$ cat src/rtl/core/nfi_pkg.sv
`timescale 1ns / 1ps

package nfi_pkg;

    localparam int MAX_POINTS_DEF = 16;
    localparam int Q_FRAC = 16;
    localparam int CFG_W = 5;

    localparam logic OP_LOAD = 1'b0;
    localparam logic OP_EVAL = 1'b1;

    localparam logic [1:0] ST_OK        = 2'd0;
    localparam logic [1:0] ST_ZERO_STEP = 2'd1;
    localparam logic [1:0] ST_SAT       = 2'd2;

    localparam logic signed [63:0] ONE_Q   = 64'sh0000_0000_0001_0000;
    localparam logic signed [63:0] SAT_LIM = 64'sh1000_0000_0000_0000;
    localparam logic signed [63:0] Q_MAX32 = 64'sh0000_0000_7FFF_FFFF;
    localparam logic signed [63:0] Q_MIN32 = 64'shFFFF_FFFF_8000_0000;

    typedef struct packed {
        logic              op;
        logic [3:0]        sample_index;
        logic signed [31:0] abscissa;
        logic signed [31:0] ordinate;
    } t_in_item;

    typedef struct packed {
        logic signed [31:0] interpolated;
        logic [1:0]         status;
    } t_out_item;

    typedef struct packed {
        logic load_sample;
        logic capture_query;
        logic start_p_div;
        logic take_p;
        logic rd_en;
        logic rd_first_lvl;
        logic start_coef_mul;
        logic take_coef_prod;
        logic start_coef_div;
        logic take_coef_quot;
        logic start_term_mul;
        logic take_term;
        logic load_out;
        logic zero_step;
    } t_dp_cmd;

    typedef struct packed {
        logic h_zero;
        logic mul_done;
        logic div_done;
        logic d0_nonzero;
    } t_dp_sts;

    function automatic logic signed [63:0] sat_lim(input logic signed [63:0] v);
        logic signed [63:0] r;
        if (v > SAT_LIM) begin
            r = SAT_LIM;
        end else if (v < -SAT_LIM) begin
            r = -SAT_LIM;
        end else begin
            r = v;
        end
        return r;
    endfunction

    function automatic logic over_lim(input logic signed [63:0] v);
        return (v > SAT_LIM) || (v < -SAT_LIM);
    endfunction

endpackage

$ cat src/rtl/core/nfi_ctrl.sv
`timescale 1ns / 1ps

module nfi_ctrl #(
    parameter int  MAX_POINTS = nfi_pkg::MAX_POINTS_DEF,
    localparam int IDX_W = $clog2(MAX_POINTS),
    localparam int CNT_W = $clog2(MAX_POINTS + 1)
) (
    input  logic                     i_clk,
    input  logic                     i_rst_n,
    input  logic                     i_in_valid,
    output logic                     o_in_ready,
    input  logic                     i_in_op,
    output logic                     o_out_valid,
    input  logic                     i_out_ready,
    input  logic                     i_cfg_valid,
    output logic                     o_cfg_ready,
    input  logic [nfi_pkg::CFG_W-1:0] i_cfg_data,
    input  nfi_pkg::t_dp_sts         i_sts,
    output nfi_pkg::t_dp_cmd         o_cmd,
    output logic [IDX_W-1:0]         o_rd_addr,
    output logic [CNT_W-1:0]         o_k
);
    import nfi_pkg::*;

    localparam logic [3:0] S_IDLE   = 4'd0;
    localparam logic [3:0] S_PSTART = 4'd1;
    localparam logic [3:0] S_PWAIT  = 4'd2;
    localparam logic [3:0] S_DIFF   = 4'd3;
    localparam logic [3:0] S_DRAIN  = 4'd4;
    localparam logic [3:0] S_CMUL   = 4'd5;
    localparam logic [3:0] S_CMULW  = 4'd6;
    localparam logic [3:0] S_CDIV   = 4'd7;
    localparam logic [3:0] S_CDIVW  = 4'd8;
    localparam logic [3:0] S_TERM   = 4'd9;
    localparam logic [3:0] S_TERMW  = 4'd10;
    localparam logic [3:0] S_NEXT   = 4'd11;
    localparam logic [3:0] S_FINISH = 4'd12;

    logic [3:0]       r_state, n_state;
    logic [CNT_W-1:0] r_n, r_k;
    logic [IDX_W-1:0] r_j;
    logic             r_zero;
    logic             r_out_valid;

    logic             in_acc, out_free, last_rd;
    logic [CNT_W-1:0] cfg_n;
    t_dp_cmd          cmd;

    assign in_acc   = i_in_valid && (r_state == S_IDLE);
    assign out_free = !r_out_valid || i_out_ready;
    assign last_rd  = (CNT_W'(r_j) == r_n - r_k);

    always_comb begin
        if (32'(i_cfg_data) < 32'd2) begin
            cfg_n = CNT_W'(2);
        end else if (32'(i_cfg_data) > MAX_POINTS) begin
            cfg_n = CNT_W'(MAX_POINTS);
        end else begin
            cfg_n = CNT_W'(i_cfg_data);
        end
    end

    always_comb begin
        cmd               = '0;
        cmd.load_sample   = in_acc && (i_in_op == OP_LOAD);
        cmd.capture_query = in_acc && (i_in_op == OP_EVAL);
        n_state           = r_state;
        unique case (r_state)
            S_IDLE: begin
                if (cmd.capture_query) n_state = S_PSTART;
            end
            S_PSTART: begin
                cmd.start_p_div = !i_sts.h_zero;
                n_state = i_sts.h_zero ? S_FINISH : S_PWAIT;
            end
            S_PWAIT: begin
                cmd.take_p = i_sts.div_done;
                if (i_sts.div_done) n_state = S_DIFF;
            end
            S_DIFF: begin
                cmd.rd_en        = 1'b1;
                cmd.rd_first_lvl = (r_k == CNT_W'(1));
                if (last_rd) n_state = S_DRAIN;
            end
            S_DRAIN: n_state = S_CMUL;
            S_CMUL: begin
                cmd.start_coef_mul = 1'b1;
                n_state = S_CMULW;
            end
            S_CMULW: begin
                cmd.take_coef_prod = i_sts.mul_done;
                if (i_sts.mul_done) n_state = S_CDIV;
            end
            S_CDIV: begin
                cmd.start_coef_div = 1'b1;
                n_state = S_CDIVW;
            end
            S_CDIVW: begin
                cmd.take_coef_quot = i_sts.div_done;
                if (i_sts.div_done) n_state = S_TERM;
            end
            S_TERM: begin
                cmd.start_term_mul = i_sts.d0_nonzero;
                n_state = i_sts.d0_nonzero ? S_TERMW : S_NEXT;
            end
            S_TERMW: begin
                cmd.take_term = i_sts.mul_done;
                if (i_sts.mul_done) n_state = S_NEXT;
            end
            S_NEXT: n_state = (r_k == r_n - CNT_W'(1)) ? S_FINISH : S_DIFF;
            S_FINISH: begin
                cmd.load_out  = out_free;
                cmd.zero_step = r_zero;
                if (out_free) n_state = S_IDLE;
            end
            default: n_state = S_IDLE;
        endcase
    end

    always_ff @(posedge i_clk) begin
        if (!i_rst_n) begin
            r_state     <= S_IDLE;
            r_n         <= CNT_W'(2);
            r_k         <= '0;
            r_j         <= '0;
            r_zero      <= 1'b0;
            r_out_valid <= 1'b0;
        end else begin
            r_state <= n_state;
            if (i_cfg_valid) begin
                r_n <= cfg_n;
            end
            if (r_state == S_PSTART) begin
                r_zero <= i_sts.h_zero;
            end
            if (r_state == S_PWAIT) begin
                r_k <= CNT_W'(1);
                r_j <= '0;
            end
            if (r_state == S_DIFF && !last_rd) begin
                r_j <= r_j + 1'b1;
            end
            if (r_state == S_NEXT) begin
                r_k <= r_k + 1'b1;
                r_j <= '0;
            end
            if (cmd.load_out) begin
                r_out_valid <= 1'b1;
            end else if (i_out_ready) begin
                r_out_valid <= 1'b0;
            end
        end
    end

    assign o_in_ready  = (r_state == S_IDLE);
    assign o_out_valid = r_out_valid;
    assign o_cfg_ready = 1'b1;
    assign o_cmd       = cmd;
    assign o_rd_addr   = r_j;
    assign o_k         = r_k;

    a_out_free: assert property (@(posedge i_clk) disable iff (!i_rst_n)
        cmd.load_out |-> (!r_out_valid || i_out_ready))
        else $error("result loaded over an item not yet taken");

    a_last_rd: assert property (@(posedge i_clk) disable iff (!i_rst_n)
        (r_state == S_DIFF && last_rd) |=> (r_state == S_DRAIN))
        else $error("difference sweep did not end after its last entry");

    a_k_range: assert property (@(posedge i_clk) disable iff (!i_rst_n)
        (r_state == S_CMUL) |-> (r_k >= CNT_W'(1) && r_k < r_n))
        else $error("level counter out of range");

    a_n_range: assert property (@(posedge i_clk) disable iff (!i_rst_n)
        (r_n >= CNT_W'(2)) && (32'(r_n) <= MAX_POINTS))
        else $error("point count out of range");

endmodule

$ cat config.mk
export PLATFORM = sky130hd
export DESIGN_NAME = nfi_ctrl
export DESIGN_NICKNAME = d
export VERILOG_FILES = /design/src/rtl/core/nfi_pkg.sv /design/src/rtl/core/nfi_ctrl.sv
export SDC_FILE = /design/constraint.sdc
export NUM_CORES = 1
export LEC_CHECK = 0
export BUFFER_PORTS_ARGS = -buffer_cell sky130_fd_sc_hd__buf_4
export CAP_MARGIN = 20
export CORE_MARGIN = 2
export CORE_UTILIZATION = 55
export CTS_BUF_LIST = sky130_fd_sc_hd__clkbuf_8
export CTS_CLUSTER_DIAMETER = 80
export CTS_CLUSTER_SIZE = 40
export DETAILED_ROUTE_END_ITERATION = 7
export PLACE_DENSITY = 0.83
export SLEW_MARGIN = 20
export SYNTH_ARGS = -nofsm -noshare
export SYNTH_HDL_FRONTEND = slang
export SYNTH_SLANG_ARGS = --single-unit
$ cat constraint.sdc
create_clock -name i_clk -period 3.88 [get_ports i_clk]
set_clock_uncertainty 0.15 [all_clocks]
set_input_delay 0.582 -clock i_clk [delete_from_list [all_inputs] [get_ports i_clk]]
set_output_delay 0.582 -clock i_clk [all_outputs]
set_load 0.03 [all_outputs]
Word level (Yosys, flattened, before mapping):

Index checks and enable logic that the tools add are counted.

* add/sub/neg operators: 4
* multiply operators: 0
* divide/modulo/power cells: 0
* magnitude comparators: 2
* equality and inequality tests: 22
* shift operators: 0
* muxes and demuxes: 29
* bitwise logic cells: 2
* reduce and logical (&&, ||, !) cells: 14

Operators by type and width (count)
* case mux 4 bit (13 select lines): 1
* two-way mux 4 bit: 11
* equality test 4 bit (second input constant): 5
* two-way mux 5 bit: 4
* equality test 4 x 3 -> 1 bit (second input constant): 4
* inequality test 2 bit (second input constant): 6
* two-way mux 1 bit: 11
* equality test 4 x 2 -> 1 bit (second input constant): 2
* AND reduction 7 bit: 1
* nonzero test 2 bit: 3
* adder 5 x 1 -> 5 bit (second input constant): 1
* equality test 4 x 5 -> 1 bit: 1
* equality test 5 x 1 -> 1 bit (second input constant): 1
* equality test 5 bit: 1
* greater-than comparator 5 bit (second input constant): 1
* < comparator 5 x 2 -> 1 bit (second input constant): 1
* subtractor 5 x 1 -> 5 bit (second input constant): 1
* subtractor 5 bit: 1
* adder 4 x 1 -> 4 bit (second input constant): 1
* equality test 4 x 1 -> 1 bit (second input constant): 1
* logical AND 1 bit: 4
* logical NOT 4 bit: 1
* two-way mux 2 bit: 2
* logical NOT 1 bit: 3
* other kinds (4): 5

* flip-flop bits (word level): 20
* latch bits: 0
* memory bits (writable): 0
* bits in read-only memories: 0
* bits of input ports: 15
* output and inout port bits: 26
* word-level logic and storage cells: 79
* memories kept: 0

Longest topological paths before layout:

Gate-level depths: netlist (run 1).

* depth after elaboration: 5
* gate-level depth with buffers: 11
* mapped depth without buffers: 10

Least setup slack after synthesis (run 1):

Ideal clock, no wire load.

* path kind: reg-to-output
* start: register r_state[2]
* end: output o_cmd[13] (netlist bit)
* data arrival time: 2.312 ns
* path slack: 0.836 ns
* cell stages (with the launch flop): 6
* path through: dfxtp_1 -> buf_2 -> buf_2 -> nor4_1 -> nand2_1 -> nor2_1

RTL lines
* start: declaration: RTL line nfi_ctrl.sv:39 `logic [3:0] r_state, n_state;`
* start signal: assignment: RTL line nfi_ctrl.sv:129 `r_state <= n_state;`
* end: declaration: RTL line nfi_ctrl.sv:19 `output nfi_pkg::t_dp_cmd o_cmd,`

Worst setup path in the final report (run 1):

* start: register r_k[0] (netlist: o_k[0])
* end: register r_j[0] (netlist: o_rd_addr[0])

* cells in the longest elaborated chain, start to end: 5
* elaborated cells on any way between the ends: 6
* classes of those cells: add/sub: 1; eq/ne: 1; mux: 1; reduce/logical: 3

Ends and longest elaborated chain
* start: declaration: RTL line nfi_ctrl.sv:40 `logic [CNT_W-1:0] r_n, r_k;`
* start signal: assignment: RTL line nfi_ctrl.sv:144 `r_k <= r_k + 1'b1;`
* subtractor 5 bit *: RTL line nfi_ctrl.sv:51 `assign last_rd = (CNT_W'(r_j) == r_n - r_k);`
* equality test 4 x 5 -> 1 bit *: RTL line nfi_ctrl.sv:51
* logical NOT 1 bit *: RTL line nfi_ctrl.sv:140 `if (r_state == S_DIFF && !last_rd) begin`
* logical AND 1 bit *: RTL line nfi_ctrl.sv:140
* two-way mux 4 bit / nonzero test 2 bit (equally long branches)
* end signal: assignment: RTL line nfi_ctrl.sv:141 `r_j <= r_j + 1'b1;`
* end: declaration: RTL line nfi_ctrl.sv:41 `logic [IDX_W-1:0] r_j;`

Every way passes the cells marked *; elsewhere a longest branch is shown, timed or not.
A chain may end at the register's enable or synchronous reset.

==> results of run 1 <==
-- worst reg2reg max path, delay by kind of cell, from the launching register on --
kind	cells	cell delay [ns]
AO/OA/AOI/OAI	3	0.89
adder cells (fa/ha/maj)	2	0.58
flip-flops	1	0.45
multiplexers	1	0.39
XOR/XNOR	1	0.13
AND/OR/NAND/NOR	1	0.07
buffers and inverters	1	0.06
-- sequential cells by signal, summed over array words and instances (netlist names) --
signal / cells
o_k: 5
o_out_valid: 1
o_rd_addr: 4
r_n: 5
r_state: 4
r_zero: 1
-- stage by stage --
stage               util [%]  instance area, um2
global route            69.0                1900
floorplan                  -                1590
global placement        67.5                1860
CTS                     69.0                1900
finish                  69.0                1900
detailed placement      67.5                1860
-- final cells by class --
type                            instances  share of cell area, %
Clock buffer                            3                   2.17
Inverter                               10                   1.97
Tap cell                               31                   2.04
Timing Repair Buffer                   39                   15.4
Multi-Input combinational cell        158                   57.4
Sequential cell                        20                   21.1
-- layout by cell type (no fill, tap or decap), types with 4 or more instances in the layout --
| cell | count |
|---|---|
| buf_4 | 39 |
| nor2b_1 | 7 |
| and2_1 | 5 |
| a21oi_1 | 8 |
| nand2_1 | 20 |
| ha_1 | 8 |
| nor2_1 | 17 |
| and3_1 | 5 |
| inv_1 | 9 |
| nor4_1 | 4 |
| xor2_1 | 5 |
| dfxtp_1 | 20 |
| o21ai_0 | 6 |
| nand3_1 | 11 |
| xnor2_1 | 9 |
-- power breakdown --
group	switching [uW]	internal, uW	total (uW)	leakage [uW]
combinational	264	193	457	0.000590
sequential	84.3	232	317	0.000163
clock	67.3	69.2	136	0.0000216
total	415	495	910	0.000774
-- synthesized netlist by cell type (2+ instances only) --
master    count
nand2b_1      3
a21oi_1       8
o22ai_1       2
buf_4         2
a21boi_0      2
nor4_1        4
o211ai_1      3
clkbuf_1      3
a31oi_1       3
or2_2         3
a21o_1        2
a21oi_2       2
nor2_1       17
o21ai_0       6
xnor2_1       9
xor2_1        5
nor3_1        2
ha_1          8
nand3_1      11
buf_2         4
nor2b_1       7
and4_1        2
and3_1        5
dfxtp_1      20
nand4_1       2
and2_1        5
nand2_1      20
or3b_1        2
inv_1         9
mux2i_1       2
-- cells by family (layout without fill, tap and decap cells) --
family / after synthesis / in the layout / share of synthesized area [%]
AOI/OAI and AO/OA: 40 / 40 / 19.8
xor gates and xnor gates: 14 / 14 / 7.73
adders and majority gates: 9 / 9 / 7.57
buffers and inverters: 20 / 52 / 5.99
DFF: 20 / 20 / 25.2
muxes: 3 / 3 / 1.97
other: 1 / 1 / 0.236
and+or+nand+nor: 91 / 91 / 31.5
-- layer usage --
layer / vias to the layer above / track usage [%] / wire (um)
li1: 763 / - / -
met1: 702 / 32.7 / 1700
met2: 33 / 39.1 / 1770
met3: 2 / 4.69 / 144
met4: 0 / 5.65 / 10
met5: - / 0 / 0
-- path summary, 6_finish.rpt --
kind,from,to,slack [ns],depth (start not counted)
hold / removal,r_zero$_SDFFE_PN0N_,r_zero$_SDFFE_PN0N_,0.34,2
setup reg to reg,o_k[0]$_SDFFE_PN0P_,o_rd_addr[0]$_SDFFE_PP0P_,1.09,9
setup / recovery,o_k[0]$_SDFFE_PN0P_,o_rd_addr[0]$_SDFFE_PP0P_,1.09,9
hold reg to reg,r_zero$_SDFFE_PN0N_,r_zero$_SDFFE_PN0N_,0.34,2
==> impl_metrics.env, run 1 <==
export IMPL_status="finished, final reports clean"
export IMPL_setup_slack_ns=1.09
export IMPL_num_rows=19
export IMPL_max_h_tree_level=1
export IMPL_register_area_um2=400
export IMPL_cell_types_with_the_largest_area_share_after_synthesis="dfxtp_1 (25%), ha_1 (6.3%), xnor2_1 (5.0%)"
export IMPL_post_cts_resized_instances=0
export IMPL_clockRootBuffer="clkbuf_8"
export IMPL_cts_tree="built"
export IMPL_floorplan_die_width_um=57.7
export IMPL_yosys_warnings=0
export IMPL_netlist_area_um2=1590
export IMPL_postRouteAntennaNets=0
export IMPL_async_flop_share_pct=0
export IMPL_post_layout_cell_count=261
export IMPL_synth_edf_count=0
export IMPL_hold_viol=0
export IMPL_worstPathMaxFanout=13
export IMPL_critical_path_cell_chain="ha_1, inv_1, fa_1, a21o_1, a21oi_2, xnor2_1, o31ai_4, mux2_2, nor2_1"
export IMPL_routed_wirelength_um=3620
export IMPL_finalHoldWorstSlack_ns=0.342
export IMPL_design_power_total_uw=910
export IMPL_syn2layout_area_growth_pct=19.9
export IMPL_worst_path_largest_cell_delay_ns=0.53
export IMPL_critPathCaptureType="flip-flop"
export IMPL_detail_route_vias_per_cell=5.75
export IMPL_filler_cell_count=234
export IMPL_clock_sink_count=20
export IMPL_ctsLongestPathBuffers=2
export IMPL_cp_slowest_cell="o31ai_4"
export IMPL_cts_post_setup_buffers_inserted=0
export IMPL_cts_hold_buffers=0
export IMPL_setup_viol_count_final=0
export IMPL_cellPowerDensity_nw_per_um2=479
export IMPL_place_congestion=0.872
export IMPL_timing_critical_path_required_ns=3.93
export IMPL_grt_max_degree=21
export IMPL_ys_types=55
export IMPL_grt_pass1_wl_um=6350
export IMPL_crit_path_start_kind="flip-flop"
export IMPL_die_h_um=57.7
export IMPL_clkSlewWorstSetupHoldPaths_ns=0.07
export IMPL_detail_route_drc_violations=0
export IMPL_total_via_count_in_the_routed_design=1500
export IMPL_worst_skew_pair_late_latency_ns=0.26
export IMPL_synth_top_area_share_pct=25.2
export IMPL_post_route_period_util_pct=71.9
export IMPL_multi_input_comb_area_um2=1090
export IMPL_vdd_ir_drop_max_mv=0.485
export IMPL_placedCellCount=258
export IMPL_worst_endpoint_arrival_ns=2.84
export IMPL_max_cap_violations=0
export IMPL_synth_nets=222
export IMPL_post_synth_inst_count=198
export IMPL_p_leak_uw=0.000774
export IMPL_drive_above_1_share_pct=26.1
export IMPL_grt_antenna_before_repair=0
export IMPL_tightestPinTransition_ns=0.681
export IMPL_antenna_cells=0
export IMPL_totalNegativeSetupSlack_ns=0
export IMPL_finish_net_count=256
export IMPL_grt_overflow=0
export IMPL_floorplan_die_area_um2=3330
export IMPL_dominantRegCellSynth="dfxtp_1"
export IMPL_routedWlPerCell_um=13.9
export IMPL_synthDominantAreaCellType="dfxtp_1"
export IMPL_slew_headroom_pct=54.5
export IMPL_ys_seq_elements=20
export IMPL_placement_stage_worst_setup_slack_ns=1.11
export IMPL_io_buffer_count=39
export IMPL_tritoncts_num_buffers=3
export IMPL_core_area_um2=2760
export IMPL_hold_path_class="reg -> reg"
export IMPL_timing_worst_setup_path_type="reg -> reg"
export IMPL_fmaxAchievable_ghz=0.358
export IMPL_cpLargestDelayFamily="compound AO/OA/AOI/OAI gates"
export IMPL_hpwl_um=2740
export IMPL_floorplan_initialDensity_pct=57.5
export IMPL_finalCriticalPeriod_ns=2.79
export IMPL_cp_num_buf_inv=1
export IMPL_drt_initial_drc_count=63
export IMPL_slew_viol_final=0
export IMPL_top_level_ports=41
export IMPL_total_global_route_track_usage_pct=24.0
export IMPL_first_global_vias=1425
export IMPL_unrepaired_setup_endpoints_after_global_routing="no"
export IMPL_drt_pass1_iter_count=4
export IMPL_ys_seq_area_share_pct=25.2
export IMPL_syn_mean_instance_area_um2=8.01
No activity file was read; power rests on OpenSTA's default activity.
==> run 2, diff against run 1 <==
Settings changed: ABC_AREA from default to 1, CORE_UTILIZATION 55 to 54, PLACE_DENSITY 0.83 to 0.82.
Clock period 3.88 ns to 2.8 ns, I/O delays scaled along.
==> run 2 against run 1 <==
Compared with the run above: cell count rose by 26%; non-clock buffer count did not move; synthesized cell count rose by 30%; critical endpoint is now r_state[3]$_SDFFE_PN0P_; critical path type unchanged; combinational power rose by 40%; power rose by 30%; utilization rose by 0.60 points; sequential cell count did not move.
==> impl_metrics.env, run 2 <==
export IMPL_max_h_tree_level=1
export IMPL_detail_route_vias_per_cell=5.05
export IMPL_cts_post_setup_buffers_inserted=0
export IMPL_switching_power_uw=549
export IMPL_cpLargestDelayFamily="simple AND/OR/NAND/NOR gates"
export IMPL_first_global_vias=1489
export IMPL_floorplan_initialDensity_pct=56.3
export IMPL_dominantRegCellSynth="dfxtp_1"
export IMPL_timing_critical_path_required_ns=2.81
export IMPL_cp_slowest_cell="fa_1"
export IMPL_top_level_ports=41
export IMPL_cts_hold_buffers=0
export IMPL_clkSlewWorstSetupHoldPaths_ns=0.07
export IMPL_drt_initial_drc_count=79
export IMPL_total_via_count_in_the_routed_design=1661
export IMPL_ctsLongestPathBuffers=2
export IMPL_drive_above_1_share_pct=18.1
export IMPL_worst_endpoint_arrival_ns=2.40
export IMPL_cellPowerDensity_nw_per_um2=625
export IMPL_crit_path_start_kind="flip-flop"
export IMPL_post_route_period_util_pct=85.6
export IMPL_power_frac_seq_pct=30.1
export IMPL_tritoncts_num_buffers=3
export IMPL_place_congestion=0.961
export IMPL_floorplan_die_area_um2=3300
export IMPL_cp_num_buf_inv=2
export IMPL_routedWlPerCell_um=11.5
export IMPL_power_share_clock_pct=16.2
export IMPL_syn_mean_instance_area_um2=5.97
export IMPL_setup_viol_count_final=0
export IMPL_unrepaired_setup_endpoints_after_global_routing="no"
export IMPL_cts_tree="built"
export IMPL_routed_wirelength_um=3770
export IMPL_p_leak_uw=0.000956
export IMPL_reg2reg_from="o_k[0]$_SDFFE_PN0P_"
export IMPL_grt_max_degree=12
export IMPL_finish_net_count=324
export IMPL_worst_path_largest_cell_delay_ns=0.49
export IMPL_max_cap_violations=0
export IMPL_detail_route_drc_violations=0
export IMPL_core_area_um2=2730
export IMPL_synth_top_area_share_pct=26.0
export IMPL_p_sw_share_pct=46.2
export IMPL_status="finished, final reports clean"
export IMPL_syn2layout_area_growth_pct=23.5
export IMPL_cell_types_with_the_largest_area_share_after_synthesis="dfxtp_1 (26%), nand2_1 (17%), inv_1 (10%)"
export IMPL_hold_viol=0
export IMPL_min_delay_start="i_cfg_data[1]"
export IMPL_drt_pass1_iter_count=4
export IMPL_post_synth_most_frequent_cells="nand2_1 (68), inv_1 (41), nor2_1 (39)"
export IMPL_utilization_pct=69.6
export IMPL_worst_skew_pair_late_latency_ns=0.26
export IMPL_floorplan_die_width_um=57.4
export IMPL_post_synth_inst_count=258
export IMPL_comb_power_share_pct=53.7
export IMPL_ys_seq_area_share_pct=26.0
export IMPL_worstPathMaxFanout=7
export IMPL_synth_nets=282
export IMPL_antenna_cells=0
export IMPL_die_h_um=57.4
export IMPL_worst_path_most_repeated_cell="nor2_1"
export IMPL_slew_headroom_pct=64.9
export IMPL_vdd_ir_drop_max_mv=0.530
export IMPL_layout_commonest_cell="nand2_1"
export IMPL_synthMostInstantiatedCell="nand2_1"
export IMPL_critical_path_cell_chain="ha_1, inv_1, fa_1, inv_1, nand2_1, nand2_1, nor2_1, nand3_1, nor2_1, nand2_1, nand2_2, nand2_4, nor2_1, nor2_1"
export IMPL_total_global_route_track_usage_pct=24.5
export IMPL_async_flop_share_pct=0
export IMPL_io_buffer_count=39
export IMPL_clockRootBuffer="clkbuf_8"
export IMPL_critPathCaptureType="flip-flop"
export IMPL_synthDominantAreaCellType="dfxtp_1"
export IMPL_finalCriticalPeriod_ns=2.40
export IMPL_layout_cells_most_common_list="nand2_1 (68), inv_1 (41), nor2_1 (39), buf_4 (39), nand3_1 (21)"
export IMPL_grt_overflow=0
export IMPL_synth_edf_count=0
export IMPL_netlist_area_um2=1540
export IMPL_tightestPinTransition_ns=0.525
export IMPL_clock_sink_count=20
export IMPL_crit_start="o_k[0]$_SDFFE_PN0P_"
export IMPL_hpwl_um=2970
export IMPL_ys_types=26
export IMPL_cell_internal_pwr_uw=639
export IMPL_post_cts_resized_instances=0
export IMPL_grt_antenna_before_repair=0
export IMPL_num_rows=19
export IMPL_grt_pass1_wl_um=6410
export IMPL_slew_viol_final=0
export IMPL_fmaxAchievable_ghz=0.417
export IMPL_totalNegativeSetupSlack_ns=0
export IMPL_hold_path_class="in -> reg"
export IMPL_timing_worst_setup_path_type="reg -> reg"
export IMPL_postRouteAntennaNets=0
export IMPL_yosys_warnings=0
export IMPL_ys_seq_elements=20
## run 2: cell types whose count changed after synthesis, moves of 5 or more
cell	delta
inv_1	+32
and2_1	-5
nand3_1	+10
nor2b_1	-7
a21oi_1	+12
nand2_1	+48
nor2_1	+22
and3_1	-5
xnor2_1	-9
## run 2: worst paths after layout
path / end / slack [ns] / cells past startpoint
setup reg to reg: r_state[3]$_SDFFE_PN0P_ / 0.40 / 14
setup / recovery: r_state[3]$_SDFFE_PN0P_ / 0.40 / 14
hold reg to reg: r_zero$_SDFFE_PN0N_ / 0.33 / 2
hold / removal: r_n[1]$_SDFFE_PN1P_ / 0.26 / 3
## run 2: cell families after synthesis
logic type	Yosys count	synth area share [%]
flip-flops	20	26.0
AND/OR/NAND/NOR	148	41.8
AO/OA/AOI/OAI	33	11.9
buffers and inverters	45	11.2
adder cells (fa/ha/maj)	9	7.80
other	1	0.243
XOR/XNOR	2	1.14
## run 2: worst register-to-register path, stage by stage (launching register included)
cell	delay, ns
dfxtp_1	0.45
ha_1	0.18
inv_1	0.06
fa_1	0.49
inv_1	0.04
nand2_1	0.05
nand2_1	0.05
nor2_1	0.10
nand3_1	0.07
nor2_1	0.09
nand2_1	0.13
nand2_2	0.15
nand2_4	0.08
nor2_1	0.14
nor2_1	0.06
## run 2: final cells by class
type	count	area [um2]
multi-input combinational	193	967
fill	265	832
sequential	20	400
timing repair buffer	39	293
inverter	43	161
clock buffer	3	41.3
tap	31	38.8
## run 2: stage by stage
stage	power (uW)	hold WS [ns]	instances	area, um2	setup slack [ns]
floorplan	835	0.294	258	1540	0.411
global placement	986	0.315	326	1860	0.557
detailed placement	994	0.323	326	1860	0.422
CTS	1190	0.250	329	1900	0.415
global route	1290	0.275	329	1900	0.175
finish	1190	0.261	329	1900	0.403
## run 2: metal layers
metal	up-vias	share of wire (%)	GRT usage, %
li1	899	-	-
met1	713	50	34.5
met2	45	43	38.5
met3	4	5.9	3.85
met4	0	1.4	7.97
met5	-	0	0
## run 2: power groups by stage
stage | Combinational [uW] | Clock, uW | Sequential, uW
after global placement | 624 | 0 | 361
final | 638 | 192 | 357
after detailed placement | 633 | 0 | 360
after CTS | 636 | 195 | 356
after global routing | 723 | 206 | 362
after floorplan | 471 | 0 | 365
